[config.mk]
export PLATFORM = sky130hd
export DESIGN_NAME = c3zb_pos
export DESIGN_NICKNAME = d
export VERILOG_FILES = /design/src/hw/rtl/c3zb_pkg.sv /design/src/hw/rtl/c3zb_pos.sv
export SDC_FILE = /design/constraint.sdc
export NUM_CORES = 1
export LEC_CHECK = 0
export ABC_AREA = 1
export BUFFER_PORTS_ARGS = -buffer_cell sky130_fd_sc_hd__buf_4
export CAP_MARGIN = 40
export CORE_ASPECT_RATIO = 0.6
export CORE_MARGIN = 2
export CORE_UTILIZATION = 30
export DETAILED_ROUTE_END_ITERATION = 7
export PLACE_DENSITY = 0.5
export SLEW_MARGIN = 20
export SYNTH_ARGS = -nofsm -noshare
export SYNTH_HDL_FRONTEND = slang
export SYNTH_SLANG_ARGS = --single-unit
[constraint.sdc]
create_clock -name i_clk -period 3.85 [get_ports i_clk]
set_clock_uncertainty 0.15 [all_clocks]
set_input_delay 0.385 -clock i_clk [delete_from_list [all_inputs] [get_ports i_clk]]
set_output_delay 0.385 -clock i_clk [all_outputs]
set_load 0.05 [all_outputs]
[src/hw/rtl/c3zb_pkg.sv]
`default_nettype none

package c3zb_pkg;

    localparam int PIXEL_W    = 16;
    localparam int COEF_W     = 5;
    localparam int VALUE_W    = 24;
    localparam int PROD_W     = PIXEL_W + COEF_W;
    localparam int DIM_CFG_W  = 9;
    localparam int KROW_W     = 3 * COEF_W;
    localparam int CFG_DATA_W = KROW_W;
    localparam int CFG_IDX_W  = 2;
    localparam int MIN_SIDE   = 3;
    localparam int DIM_RESET  = 256;

    typedef enum logic [CFG_IDX_W-1:0] {
        REG_IMAGE_DIM  = 2'd0,
        REG_KERNEL_TOP = 2'd1,
        REG_KERNEL_MID = 2'd2,
        REG_KERNEL_BOT = 2'd3
    } t_cfg_reg;

    typedef struct packed {
        logic signed [PIXEL_W-1:0] pixel;
        logic                      filler;
    } t_in_item;

    typedef struct packed {
        logic signed [VALUE_W-1:0] value;
        logic                      last_of_frame;
    } t_out_item;

    // per-item position flags
    typedef struct packed {
        logic has_result;
        logic interior;
        logic last;
        logic is_pixel;
    } t_pos_info;

    // coefficient k of a kernel row: k=0 left, 1 center, 2 right
    function automatic logic signed [COEF_W-1:0] coef_at(input logic [KROW_W-1:0] row,
                                                         input logic [1:0] k);
        logic [COEF_W-1:0] c;
        case (k)
            2'd0:    c = row[COEF_W-1:0];
            2'd1:    c = row[2*COEF_W-1:COEF_W];
            default: c = row[3*COEF_W-1:2*COEF_W];
        endcase
        return signed'(c);
    endfunction

endpackage

`default_nettype wire

[src/hw/rtl/c3zb_pos.sv]
`default_nettype none

// Row/column position within the frame, including the drain row.
module c3zb_pos #(
    parameter int MAX_DIM = 256
) (
    input  wire logic                             i_clk,
    input  wire logic                             i_rst_n,
    input  wire logic [$clog2(MAX_DIM+1)-1:0]     i_side,
    input  wire logic                             i_restart,
    input  wire logic                             i_adv,
    output logic      [$clog2(MAX_DIM)-1:0]       o_col,
    output c3zb_pkg::t_pos_info                   o_info
);

    localparam int A_W = $clog2(MAX_DIM);
    localparam int D_W = $clog2(MAX_DIM + 1);
    localparam int R_W = $clog2(MAX_DIM + 2);

    logic [A_W-1:0] r_col, n_col;
    logic [R_W-1:0] r_row, n_row;
    logic           at_drain_end;
    logic           at_row_end;

    assign at_drain_end = (r_row == R_W'(i_side) + R_W'(1));
    assign at_row_end   = (D_W'(r_col) == i_side - D_W'(1));

    always_comb begin
        n_col = r_col;
        n_row = r_row;
        if (i_restart) begin
            n_col = '0;
            n_row = '0;
        end else if (i_adv) begin
            if (at_drain_end) begin
                n_col = '0;
                n_row = '0;
            end else if (at_row_end) begin
                n_col = '0;
                n_row = r_row + R_W'(1);
            end else begin
                n_col = r_col + A_W'(1);
            end
        end
    end

    always_ff @(posedge i_clk) begin
        if (!i_rst_n) begin
            r_col <= '0;
            r_row <= '0;
        end else begin
            r_col <= n_col;
            r_row <= n_row;
        end
    end

    // first result comes with the item one row plus one pixel in
    always_comb begin
        o_info.has_result = !((r_row == R_W'(0)) || ((r_row == R_W'(1)) && (r_col == A_W'(0))));
        o_info.interior   = (r_col >= A_W'(2)) && (r_row >= R_W'(2)) && (r_row < R_W'(i_side));
        o_info.last       = at_drain_end;
        o_info.is_pixel   = (r_row < R_W'(i_side));
    end

    assign o_col = r_col;

`ifndef SYNTH
    a_col_in_row: assert property (@(posedge i_clk) disable iff (!i_rst_n)
        D_W'(r_col) < i_side)
        else $error("column beyond side");
    a_row_bound: assert property (@(posedge i_clk) disable iff (!i_rst_n)
        r_row <= R_W'(i_side) + R_W'(1))
        else $error("row beyond drain row");
    a_drain_end_col: assert property (@(posedge i_clk) disable iff (!i_rst_n)
        at_drain_end |-> (r_col == A_W'(0)))
        else $error("drain end item not at column zero");
`endif

endmodule

`default_nettype wire

==> impl_metrics.py <==
metrics = {
    "worst_setup_path": {
        "setup.worst_path.start_class": "flip-flop",
        "reg2reg_from": "r_row[0]$_SDFFE_PP0P_",
        "cp-startpoint": "r_row[0]$_SDFFE_PP0P_",
        "crit_type": "reg -> out",
        "ff2ff_path_depth": 12,
        "arrival_ns": 2.00,
        "crit_path_max_fanout": 12,
        "r2r_end": "o_col[4]$_SDFFE_PP0P_",
        "end_kind": "output port",
        "setup.worst_path.end": "o_info[1]",
        "r2r_setup_slack_ns": 1.68,
        "required_ns": 3.31,
    },
    "synthesis": {
        "postSynthCellCount": 312,
        "ys_types": 33,
        "synth_largest_area_cell": "dfxtp_1",
        "seq_area_frac_synth_pct": 17.4,
        "synth_top_family_by_area": "simple AND/OR/NAND/NOR gates",
        "yosys.area.top_type_share_pct": 17.4,
        "syn_nets": 343,
        "yosysWarningCount": 0,
        "synth_area_per_cell_um2": 6.28,
        "ys_ff_latch": 17,
        "synth_simple_gate_area_share_pct": 44.5,
        "synth_compound_area_share_pct": 6.96,
        "synth_xor_area_share_pct": 8.50,
        "synthMuxAreaShare_pct": 0,
        "netlist_top_cells_area": "dfxtp_1 (17%), nand2_1 (16%), ha_1 (12%), nand3_1 (8.9%), inv_1 (7.3%)",
        "syn_area_mm2": 0.00196,
        "synth_fa_ha_area_share_pct": 11.5,
    },
    "grt": {
        "first_global_vias": 1732,
        "grt_start_max_net_pins": 24,
        "track_usage_pct": 16.2,
        "gr-max-usage-layer": "met1",
        "antenna_found_initial": 0,
        "use_met2_pct": 20.8,
        "grt_pass1_wl_um": 8860,
        "globalRouteOverflowTotal": 0,
        "met3_usage_pct": 2.74,
        "grtUsageMet1_pct": 26.8,
    },
    "clocking": {
        "clock-sinks": 17,
        "cts_tree": "done",
        "post-cts-setup-buffers": 0,
        "h-tree-depth": 1,
        "clk_path_buf_depth": 2,
        "clk-insertion-delay-late_ns": 0.26,
        "cts_hold_buffers": 0,
        "cts_buffers": 3,
        "cts_resized": 0,
        "clk_pin_slew_ns": 0.08,
        "clock-root-buffer": "clkbuf_8",
    },
    "timing": {
        "setup_tns_ns": 0,
        "fmax_ghz": 0.394,
        "setup_viol": 0,
        "slew_violations": 0,
        "fin_crit_sh_pct": 66.0,
        "rsz0062_at_grt": "no",
        "period_minus_slack_ns": 2.54,
        "max_slew.worst_pin.slew_ns": 0.434,
        "slew_headroom_pct": 70.8,
        "hold_viol": 0,
    },
    "final_layout": {
        "diodes": 0,
        "layout-drive-gt1-share_pct": 15.0,
        "area_growth_pct": 14.4,
        "fillCellCount": 722,
        "layout_common_cells": "nand2_1 (83), inv_1 (38), nor2_1 (37)",
        "final_common_cell": "nand2_1",
        "layout.nets": 365,
        "utilization_pct": 36.0,
    },
    "drt": {
        "drt_drc_violations_left": 0,
        "vias_per_cell": 4.61,
        "drtIter0Drc": 120,
        "ant_nets": 0,
        "detail_route.wirelength_um": 5480,
        "drt_pre_antenna_iters": 5,
        "wl_per_cell_um": 13.2,
        "via_count": 1923,
    },
    "placement": {
        "portBuffers": 24,
        "dp_hpwl_um": 4470,
        "gp_congestion": 0.839,
    },
    "min_path": {
        "min_path_type": "in -> reg",
    },
    "floorplan": {
        "num_rows": 22,
        "die_w_um": 108,
        "initial_utilization_pct": 31.5,
        "ios": 25,
        "core_mm2": 0.00622,
        "die_h_um": 66.6,
        "die-area_mm2": 0.00721,
    },
    "power_and_ir_drop": {
        "p_leak_nw": 1.05,
        "power_density_mw_per_mm2": 188,
        "power_mw": 0.421,
        "max-vdd-ir-drop_v": 0.000113,
    },
    "job": {
        "max-cap-violations": 0,
    },
    "outcome": {
        "status": "completed",
    },
}
## area by class of cell
type	instances	area (um2)	area share, %
inverters	41	159	7.09
multi-input cells	246	1400	62.5
clock buffers	3	41.3	1.84
clock inverters	1	7.51	0.335
repair buffers	25	188	8.38
well taps	84	105	4.69
flip-flops and latches	17	340	15.2
## metrics by stage
stage                     instance area [um2]  hold slack [ns]  instances  setup WS [ns]
final                                    2240            0.365        417           1.31
after floorplan                          1960            0.369        312           1.07
after detailed placement                 2180            0.418        412           1.42
after global routing                     2240            0.367        417           1.18
after CTS                                2230            0.357        416           1.32
after global placement                   2180            0.422        412           1.42
## worst max-delay path, cell delays in order (launching register included)
cell and delay (ns):
dfxtp_1 0.45, inv_1 0.18, ha_1 0.31, nor2_1 0.11, nand2_1 0.06, clkinv_1 0.05, nand3_2 0.07, nor2_4 0.10
nand2_4 0.13, inv_1 0.08, buf_4 0.19
## cells by family (layout without fill, tap and decap cells)
family,count (synthesis),in the layout
AND/OR/NAND/NOR,184,184
XOR/XNOR,19,19
flip-flops,17,17
adder cells (fa/ha/maj),18,18
buffers and inverters,49,70
AO/OA/AOI/OAI,25,25
## metal layers
| metal | vias to the layer above | wire length [um] |
|---|---|---|
| met4 | 0 | 29 |
| met5 | - | 0 |
| met2 | 52 | 1890 |
| li1 | 1040 | - |
| met3 | 4 | 318 |
| met1 | 827 | 3240 |
## worst min-delay path by stage
stage | startpoint | endpoint | slack [ns] | cells past startpoint
floorplan | r_row[5]$_SDFFE_PP0P_ | r_row[5]$_SDFFE_PP0P_ | 0.37 | 2
global placement | r_row[0]$_SDFFE_PP0P_ | r_row[0]$_SDFFE_PP0P_ | 0.42 | 2
detailed placement | r_row[4]$_SDFFE_PP0P_ | r_row[4]$_SDFFE_PP0P_ | 0.42 | 2
CTS | i_adv | o_col[0]$_SDFFE_PP0P_ | 0.36 | 3
global route | i_adv | o_col[0]$_SDFFE_PP0P_ | 0.37 | 3
finish | i_adv | o_col[0]$_SDFFE_PP0P_ | 0.37 | 3
## cells in the mapped netlist
library cell and count:
nand2_4 1, nor3_2 2, nor3_1 4, nor2_8 1, nor4_1 4, buf_2 2, nand2_2 3, nand2_1 83
buf_4 1, inv_4 2, buf_1 1, o31ai_1 2, ha_1 18, nand3_2 5, clkbuf_1 1, inv_1 38
nor2_2 3, xor2_1 15, nand4_1 2, nand3b_1 1, nand3_1 35, o21ai_1 2, a21oi_1 16, o211ai_1 1
nor2_1 37, dfxtp_1 17, o21ai_0 3, buf_6 3, nor2_4 2, a31o_2 1, clkinv_1 1, xnor2_1 4
nand2_8 1
## power by group
group          leakage, nW  internal (mW)  total, mW  switching (mW)
sequential           0.137          0.176      0.178         0.00176
combinational        0.894         0.0330     0.0959          0.0629
clock               0.0217         0.0731      0.147          0.0734
total                 1.05          0.282      0.421           0.138
## registers in the layout, summed over array words and instances, names as in the netlist
name / cells
o_col: 8
r_row: 9
Power figures use the tool's default switching activity.
