--- config.mk ---
export PLATFORM = sky130hd
export DESIGN_NAME = c3zb_mac
export DESIGN_NICKNAME = d
export VERILOG_FILES = /design/src/hw/rtl/c3zb_pkg.sv /design/src/hw/rtl/c3zb_mac.sv
export SDC_FILE = /design/constraint.sdc
export NUM_CORES = 2
export LEC_CHECK = 0
export BUFFER_PORTS_ARGS = -buffer_cell sky130_fd_sc_hd__clkbuf_2
export CAP_MARGIN = 10
export CORE_ASPECT_RATIO = 1.1
export CORE_MARGIN = 1
export CORE_UTILIZATION = 39
export CTS_CLUSTER_DIAMETER = 30
export DETAILED_ROUTE_END_ITERATION = 12
export GPL_TIMING_DRIVEN = 1
export PLACE_DENSITY = 0.61
export SLEW_MARGIN = 5
export SYNTH_ARGS = -nofsm -noshare
export SYNTH_HDL_FRONTEND = slang
export SYNTH_SLANG_ARGS = --single-unit
--- constraint.sdc ---
create_clock -name i_clk -period 13.5 [get_ports i_clk]
set_clock_uncertainty 0.05 [all_clocks]
set_input_delay 0.675 -clock i_clk [delete_from_list [all_inputs] [get_ports i_clk]]
set_output_delay 0.675 -clock i_clk [all_outputs]
set_load 0.02 [all_outputs]
--- src/hw/rtl/c3zb_pkg.sv ---
`default_nettype none

package c3zb_pkg;

    localparam int PIXEL_W    = 16;
    localparam int COEF_W     = 5;
    localparam int VALUE_W    = 24;
    localparam int PROD_W     = PIXEL_W + COEF_W;
    localparam int DIM_CFG_W  = 9;
    localparam int KROW_W     = 3 * COEF_W;
    localparam int CFG_DATA_W = KROW_W;
    localparam int CFG_IDX_W  = 2;
    localparam int MIN_SIDE   = 3;
    localparam int DIM_RESET  = 256;

    typedef enum logic [CFG_IDX_W-1:0] {
        REG_IMAGE_DIM  = 2'd0,
        REG_KERNEL_TOP = 2'd1,
        REG_KERNEL_MID = 2'd2,
        REG_KERNEL_BOT = 2'd3
    } t_cfg_reg;

    typedef struct packed {
        logic signed [PIXEL_W-1:0] pixel;
        logic                      filler;
    } t_in_item;

    typedef struct packed {
        logic signed [VALUE_W-1:0] value;
        logic                      last_of_frame;
    } t_out_item;

    // per-item position flags
    typedef struct packed {
        logic has_result;
        logic interior;
        logic last;
        logic is_pixel;
    } t_pos_info;

    // coefficient k of a kernel row: k=0 left, 1 center, 2 right
    function automatic logic signed [COEF_W-1:0] coef_at(input logic [KROW_W-1:0] row,
                                                         input logic [1:0] k);
        logic [COEF_W-1:0] c;
        case (k)
            2'd0:    c = row[COEF_W-1:0];
            2'd1:    c = row[2*COEF_W-1:COEF_W];
            default: c = row[3*COEF_W-1:2*COEF_W];
        endcase
        return signed'(c);
    endfunction

endpackage

`default_nettype wire

--- src/hw/rtl/c3zb_mac.sv ---
`default_nettype none

// 3x3 window, nine products, row sums, final sum and output register.
module c3zb_mac (
    input  wire logic                                  i_clk,
    input  wire logic                                  i_rst_n,
    input  wire logic                                  i_adv,
    input  wire logic                                  i_s1_valid,
    input  wire c3zb_pkg::t_pos_info                   i_s1_info,
    input  wire logic signed [c3zb_pkg::PIXEL_W-1:0]   i_up2,
    input  wire logic signed [c3zb_pkg::PIXEL_W-1:0]   i_up1,
    input  wire logic signed [c3zb_pkg::PIXEL_W-1:0]   i_px,
    input  wire logic        [c3zb_pkg::KROW_W-1:0]    i_krow_top,
    input  wire logic        [c3zb_pkg::KROW_W-1:0]    i_krow_mid,
    input  wire logic        [c3zb_pkg::KROW_W-1:0]    i_krow_bot,
    output logic                                       o_valid,
    output c3zb_pkg::t_out_item                        o_item
);

    localparam int PW = c3zb_pkg::PIXEL_W;
    localparam int QW = c3zb_pkg::PROD_W;
    localparam int VW = c3zb_pkg::VALUE_W;

    logic signed [PW-1:0] r_win [3][3];
    logic signed [QW-1:0] r_prod [3][3];
    logic signed [VW-1:0] r_rsum [3];
    logic signed [VW-1:0] ext [3][3];
    logic [c3zb_pkg::KROW_W-1:0] krow [3];

    logic r_s2_valid, r_s2_int, r_s2_last;
    logic r_s3_valid, r_s3_int, r_s3_last;
    logic r_s4_valid, r_s4_int, r_s4_last;
    logic r_out_valid;
    c3zb_pkg::t_out_item r_out;

    assign krow[0] = i_krow_top;
    assign krow[1] = i_krow_mid;
    assign krow[2] = i_krow_bot;

    // window shift: new column enters on the right
    always_ff @(posedge i_clk) begin
        if (i_adv && i_s1_valid) begin
            for (int r = 0; r < 3; r++) begin
                r_win[r][0] <= r_win[r][1];
                r_win[r][1] <= r_win[r][2];
            end
            r_win[0][2] <= i_up2;
            r_win[1][2] <= i_up1;
            r_win[2][2] <= i_px;
        end
    end

    always_ff @(posedge i_clk) begin
        if (i_adv) begin
            for (int r = 0; r < 3; r++) begin
                for (int c = 0; c < 3; c++) begin
                    r_prod[r][c] <= r_win[r][c] * c3zb_pkg::coef_at(krow[r], 2'(c));
                end
            end
        end
    end

    always_comb begin
        for (int r = 0; r < 3; r++) begin
            for (int c = 0; c < 3; c++) begin
                ext[r][c] = {{(VW-QW){r_prod[r][c][QW-1]}}, r_prod[r][c]};
            end
        end
    end

    // sums wrap at the output width
    always_ff @(posedge i_clk) begin
        if (i_adv) begin
            for (int r = 0; r < 3; r++) begin
                r_rsum[r] <= ext[r][0] + ext[r][1] + ext[r][2];
            end
            r_out.value         <= r_s4_int ? (r_rsum[0] + r_rsum[1] + r_rsum[2]) : '0;
            r_out.last_of_frame <= r_s4_last;
            r_s2_int  <= i_s1_info.interior;
            r_s2_last <= i_s1_info.last;
            r_s3_int  <= r_s2_int;
            r_s3_last <= r_s2_last;
            r_s4_int  <= r_s3_int;
            r_s4_last <= r_s3_last;
        end
    end

    always_ff @(posedge i_clk) begin
        if (!i_rst_n) begin
            r_s2_valid  <= 1'b0;
            r_s3_valid  <= 1'b0;
            r_s4_valid  <= 1'b0;
            r_out_valid <= 1'b0;
        end else if (i_adv) begin
            r_s2_valid  <= i_s1_valid && i_s1_info.has_result;
            r_s3_valid  <= r_s2_valid;
            r_s4_valid  <= r_s3_valid;
            r_out_valid <= r_s4_valid;
        end
    end

    assign o_valid = r_out_valid;
    assign o_item  = r_out;

endmodule

`default_nettype wire

==> results.toml <==
[worst_setup_path]
crit_type = "flip-flop to flip-flop"
crit_top_cell = "fa_1"
path_max_fanout = 6
end_kind = "flip-flop"
path_cells = "and2_1, fa_1, fa_1, inv_1, fa_1, inv_1, ha_1, nor2b_1, o21ai_0, a21boi_0, o41ai_1, o211a_1, o21ai_0, a21oi_1, xnor2_1"
cp-start-kind = "flip-flop"
crit_slowest_cell = "o41ai_1"
max_stage_delay_ns = 0.73
r2r_cells = 15
crit_required_ns = 13.86
cp.arrival_ns = 5.20

[timing]
setup-violations-final = 0
fmax_ghz = 0.207
report.final.slew_viol_count = 0
hold_ws_ns = 0.115
min_period_ns = 4.84
setup_tns_ns = 0
finalCritPeriodShare = 0.358
grt_setup_unrepaired = "false"
relSlewSlack = 0.338
tightest_slew_ns = 0.993
hold_viol = 0
setup_slack_ns = 8.66

[die]
core-area_um2 = 112000
initial_utilization = 0.392
fp.dieW_um = 323
die_y_um = 355
pin_count = 127
num_rows = 129
fp.dieArea_um2 = 114000

[grt]
first_global_vias = 29800
antenna_found_initial = 3
gr-total-overflow = 0
grt_pass1_wl_um = 153000
grt_usage = 0.169
grt_max_degree = 151

[cts]
cts_buffers = 103
cts.repair.resized = 0
post_cts_buffers = 0
clockBufferDepth = 3
clock_latency_ns = 0.69
cts_tree = "yes"
clock_sinks = 437
cts_hold_buf = 0
clk_pin_slew_ns = 0.05
cts-htree-levels = 3
cts-root-buf = "clkbuf_16"

[hold_path]
hold_depth = 1
hold_path_class = "input port to flip-flop"

[run]
drv_cap = 0

[synthesis]
syn_area_per_cell_um2 = 10.6
yosysTopAreaCell = "edfxtp_1"
yosysWarningCount = 0
synth_cells = 4166
synth_top_flop_cell = "edfxtp_1"
netlist_area_um2 = 44100
synth_area_leaders = "edfxtp_1 (29%), fa_1 (25%), ha_1 (12%), and2_1 (7.6%), inv_1 (7.0%)"
postSynthNetCount = 5225
ys_ff_latch = 437
yosysTopAreaCellShare = 0.295
async_flop_share = 0
seq_area_frac_synth = 0.297
synth_edf_count = 433
synth_cell_type_count = 67

[place]
dp_hpwl_um = 74700
dp_cells = 5747
gp_congestion = 0.832
post-place-ws_ns = 8.01
io_buffers = 125

[cells_and_area]
instances_no_fill = 5941
area_growth_pct = 13.5
layout.nets = 5405
final_util = 0.445
drive_gt1_frac = 0.0715

[power]
ir_worst_vdd_mv = 0.168
power.leakage_nw = 22.8
powerDensity_nw_per_um2 = 229

[detailed_routing]
wirelength_um = 93000
drc = 0
routed_via_density = 4.80
drt_pass1_iterations = 5
vias = 28500
drt-initial-drc-count = 1469
routedWlPerCell_um = 15.7
drtAntennaViolNets = 0

[status]
outcome = "finished clean"
[cell usage in the layout, fill, tap and decap left out, types with 6 or more instances in the layout]
cell | synthesis | layout
a2111oi_0 | 6 | 6
a211o_1 | 6 | 6
a211oi_1 | 20 | 20
a21boi_0 | 10 | 10
a21o_1 | 86 | 86
a21oi_1 | 152 | 152
a31oi_1 | 16 | 16
and2_1 | 534 | 533
and3_1 | 8 | 8
bufinv_16 | 0 | 14
clkbuf_1 | 47 | 6
clkbuf_16 | 0 | 103
clkbuf_2 | 0 | 124
clkinv_1 | 0 | 17
clkinv_2 | 0 | 11
clkinv_4 | 0 | 9
clkinvlp_4 | 0 | 11
edfxtp_1 | 433 | 433
fa_1 | 540 | 540
ha_1 | 418 | 418
inv_1 | 827 | 827
inv_6 | 0 | 9
nand2_1 | 117 | 117
nand2b_1 | 51 | 51
nand3_1 | 24 | 24
nand4_1 | 16 | 16
nor2_1 | 238 | 238
nor2b_1 | 38 | 38
nor3_1 | 32 | 32
nor4_1 | 6 | 6
o211ai_1 | 8 | 8
o21a_1 | 37 | 37
o21ai_0 | 105 | 105
o21bai_1 | 33 | 33
o31a_1 | 8 | 8
o31ai_1 | 13 | 13
xnor2_1 | 183 | 183
xor2_1 | 64 | 64
[cells by family after synthesis]
group,after synthesis,synth area share
muxes,5,0.00114
xor gates and xnor gates,247,0.0491
AOI/OAI and AO/OA,549,0.0806
adders and majority gates,958,0.364
buffers and inverters,882,0.0751
and+or+nand+nor,1088,0.133
DFF,437,0.297
[registers in the layout, indices dropped and copies added, names as in the netlist]
name	cells
r_s2_valid	1
r_s4_last	1
r_s4_int	1
r_s4_valid	1
r_s3_valid	1
o_valid	1
r_s3_last	1
r_s2_int	1
o_item	25
r_rsum	69
r_s2_last	1
r_s3_int	1
r_prod	189
r_win	144
[power breakdown]
group          switching [mW]  total, mW  internal (mW)
registers               0.298       2.59           2.29
clock network           0.853       2.54           1.69
logic                    3.58       6.33           2.75
total                    4.73       11.5           6.73
[routing by layer]
metal	share of wire	global-route usage	up-vias
li1	-	-	13900
met1	0.45	0.219	14100
met2	0.49	0.290	403
met3	0.041	0.0258	146
met4	0.023	0.0515	4
met5	0.00024	0	-
[worst paths after layout]
check,from,end,slack (ns)
worst min-delay path,i_up2[4],r_win[0][4],0.12
worst max-delay path,r_win[0][51],r_prod[1][19],8.66
worst min register to register,r_s4_last,o_item[0],0.37
worst max register to register,r_win[0][51],r_prod[1][19],8.66
[Yosys cell counts (3+ instances only)]
cell type	n
nand2_1	117
o21ai_1	4
nand4_1	16
dfxtp_1	4
and2_1	534
buf_1	8
xnor2_1	183
o22ai_1	4
nand3b_1	5
xor2_1	64
nand3_1	24
and3_1	8
nor3_1	32
a21oi_1	152
a41oi_1	5
a211oi_1	20
or2_2	3
a31o_2	5
o31ai_1	13
a221o_1	3
o211ai_1	8
ha_1	418
a211o_1	6
o21ai_0	105
nand2b_1	51
nor4_1	6
mux2i_1	5
inv_1	827
a2111oi_0	6
o31a_1	8
a21o_1	86
nor2b_1	38
and4_1	3
o21bai_1	33
clkbuf_1	47
a31oi_1	16
fa_1	540
or3_1	5
o21a_1	37
edfxtp_1	433
o2111ai_1	3
nor2_1	238
a21boi_0	10
[per-stage QoR]
step / area (um2) / total power [mW]
after CTS: 50000 / 11.6
after floorplan: 44100 / 7.36
after global routing: 50000 / 12.5
after global placement: 46400 / 8.90
final: 50000 / 11.5
after detailed placement: 46400 / 8.97
[worst max-delay path, delay by kind of cell, from the launching register on]
| family | cells | cell delay, ns |
|---|---|---|
| AOI/OAI and AO/OA | 6 | 1.70 |
| DFF | 1 | 0.48 |
| buffers and inverters | 2 | 0.09 |
| and+or+nand+nor | 2 | 0.37 |
| adders and majority gates | 4 | 1.76 |
| xor gates and xnor gates | 1 | 0.12 |
[area by class of cell]
cell class / count / area (um2)
fill: 10700 / 62300
timing repair buffer: 130 / 686
antenna: 2 / 5.00
sequential: 437 / 13100
inverter: 827 / 3100
clock buffer: 111 / 2630
multi-input combinational: 2847 / 27700
tap: 1506 / 1880
clock inverter: 81 / 947
(Power assumes the default switching activity.)
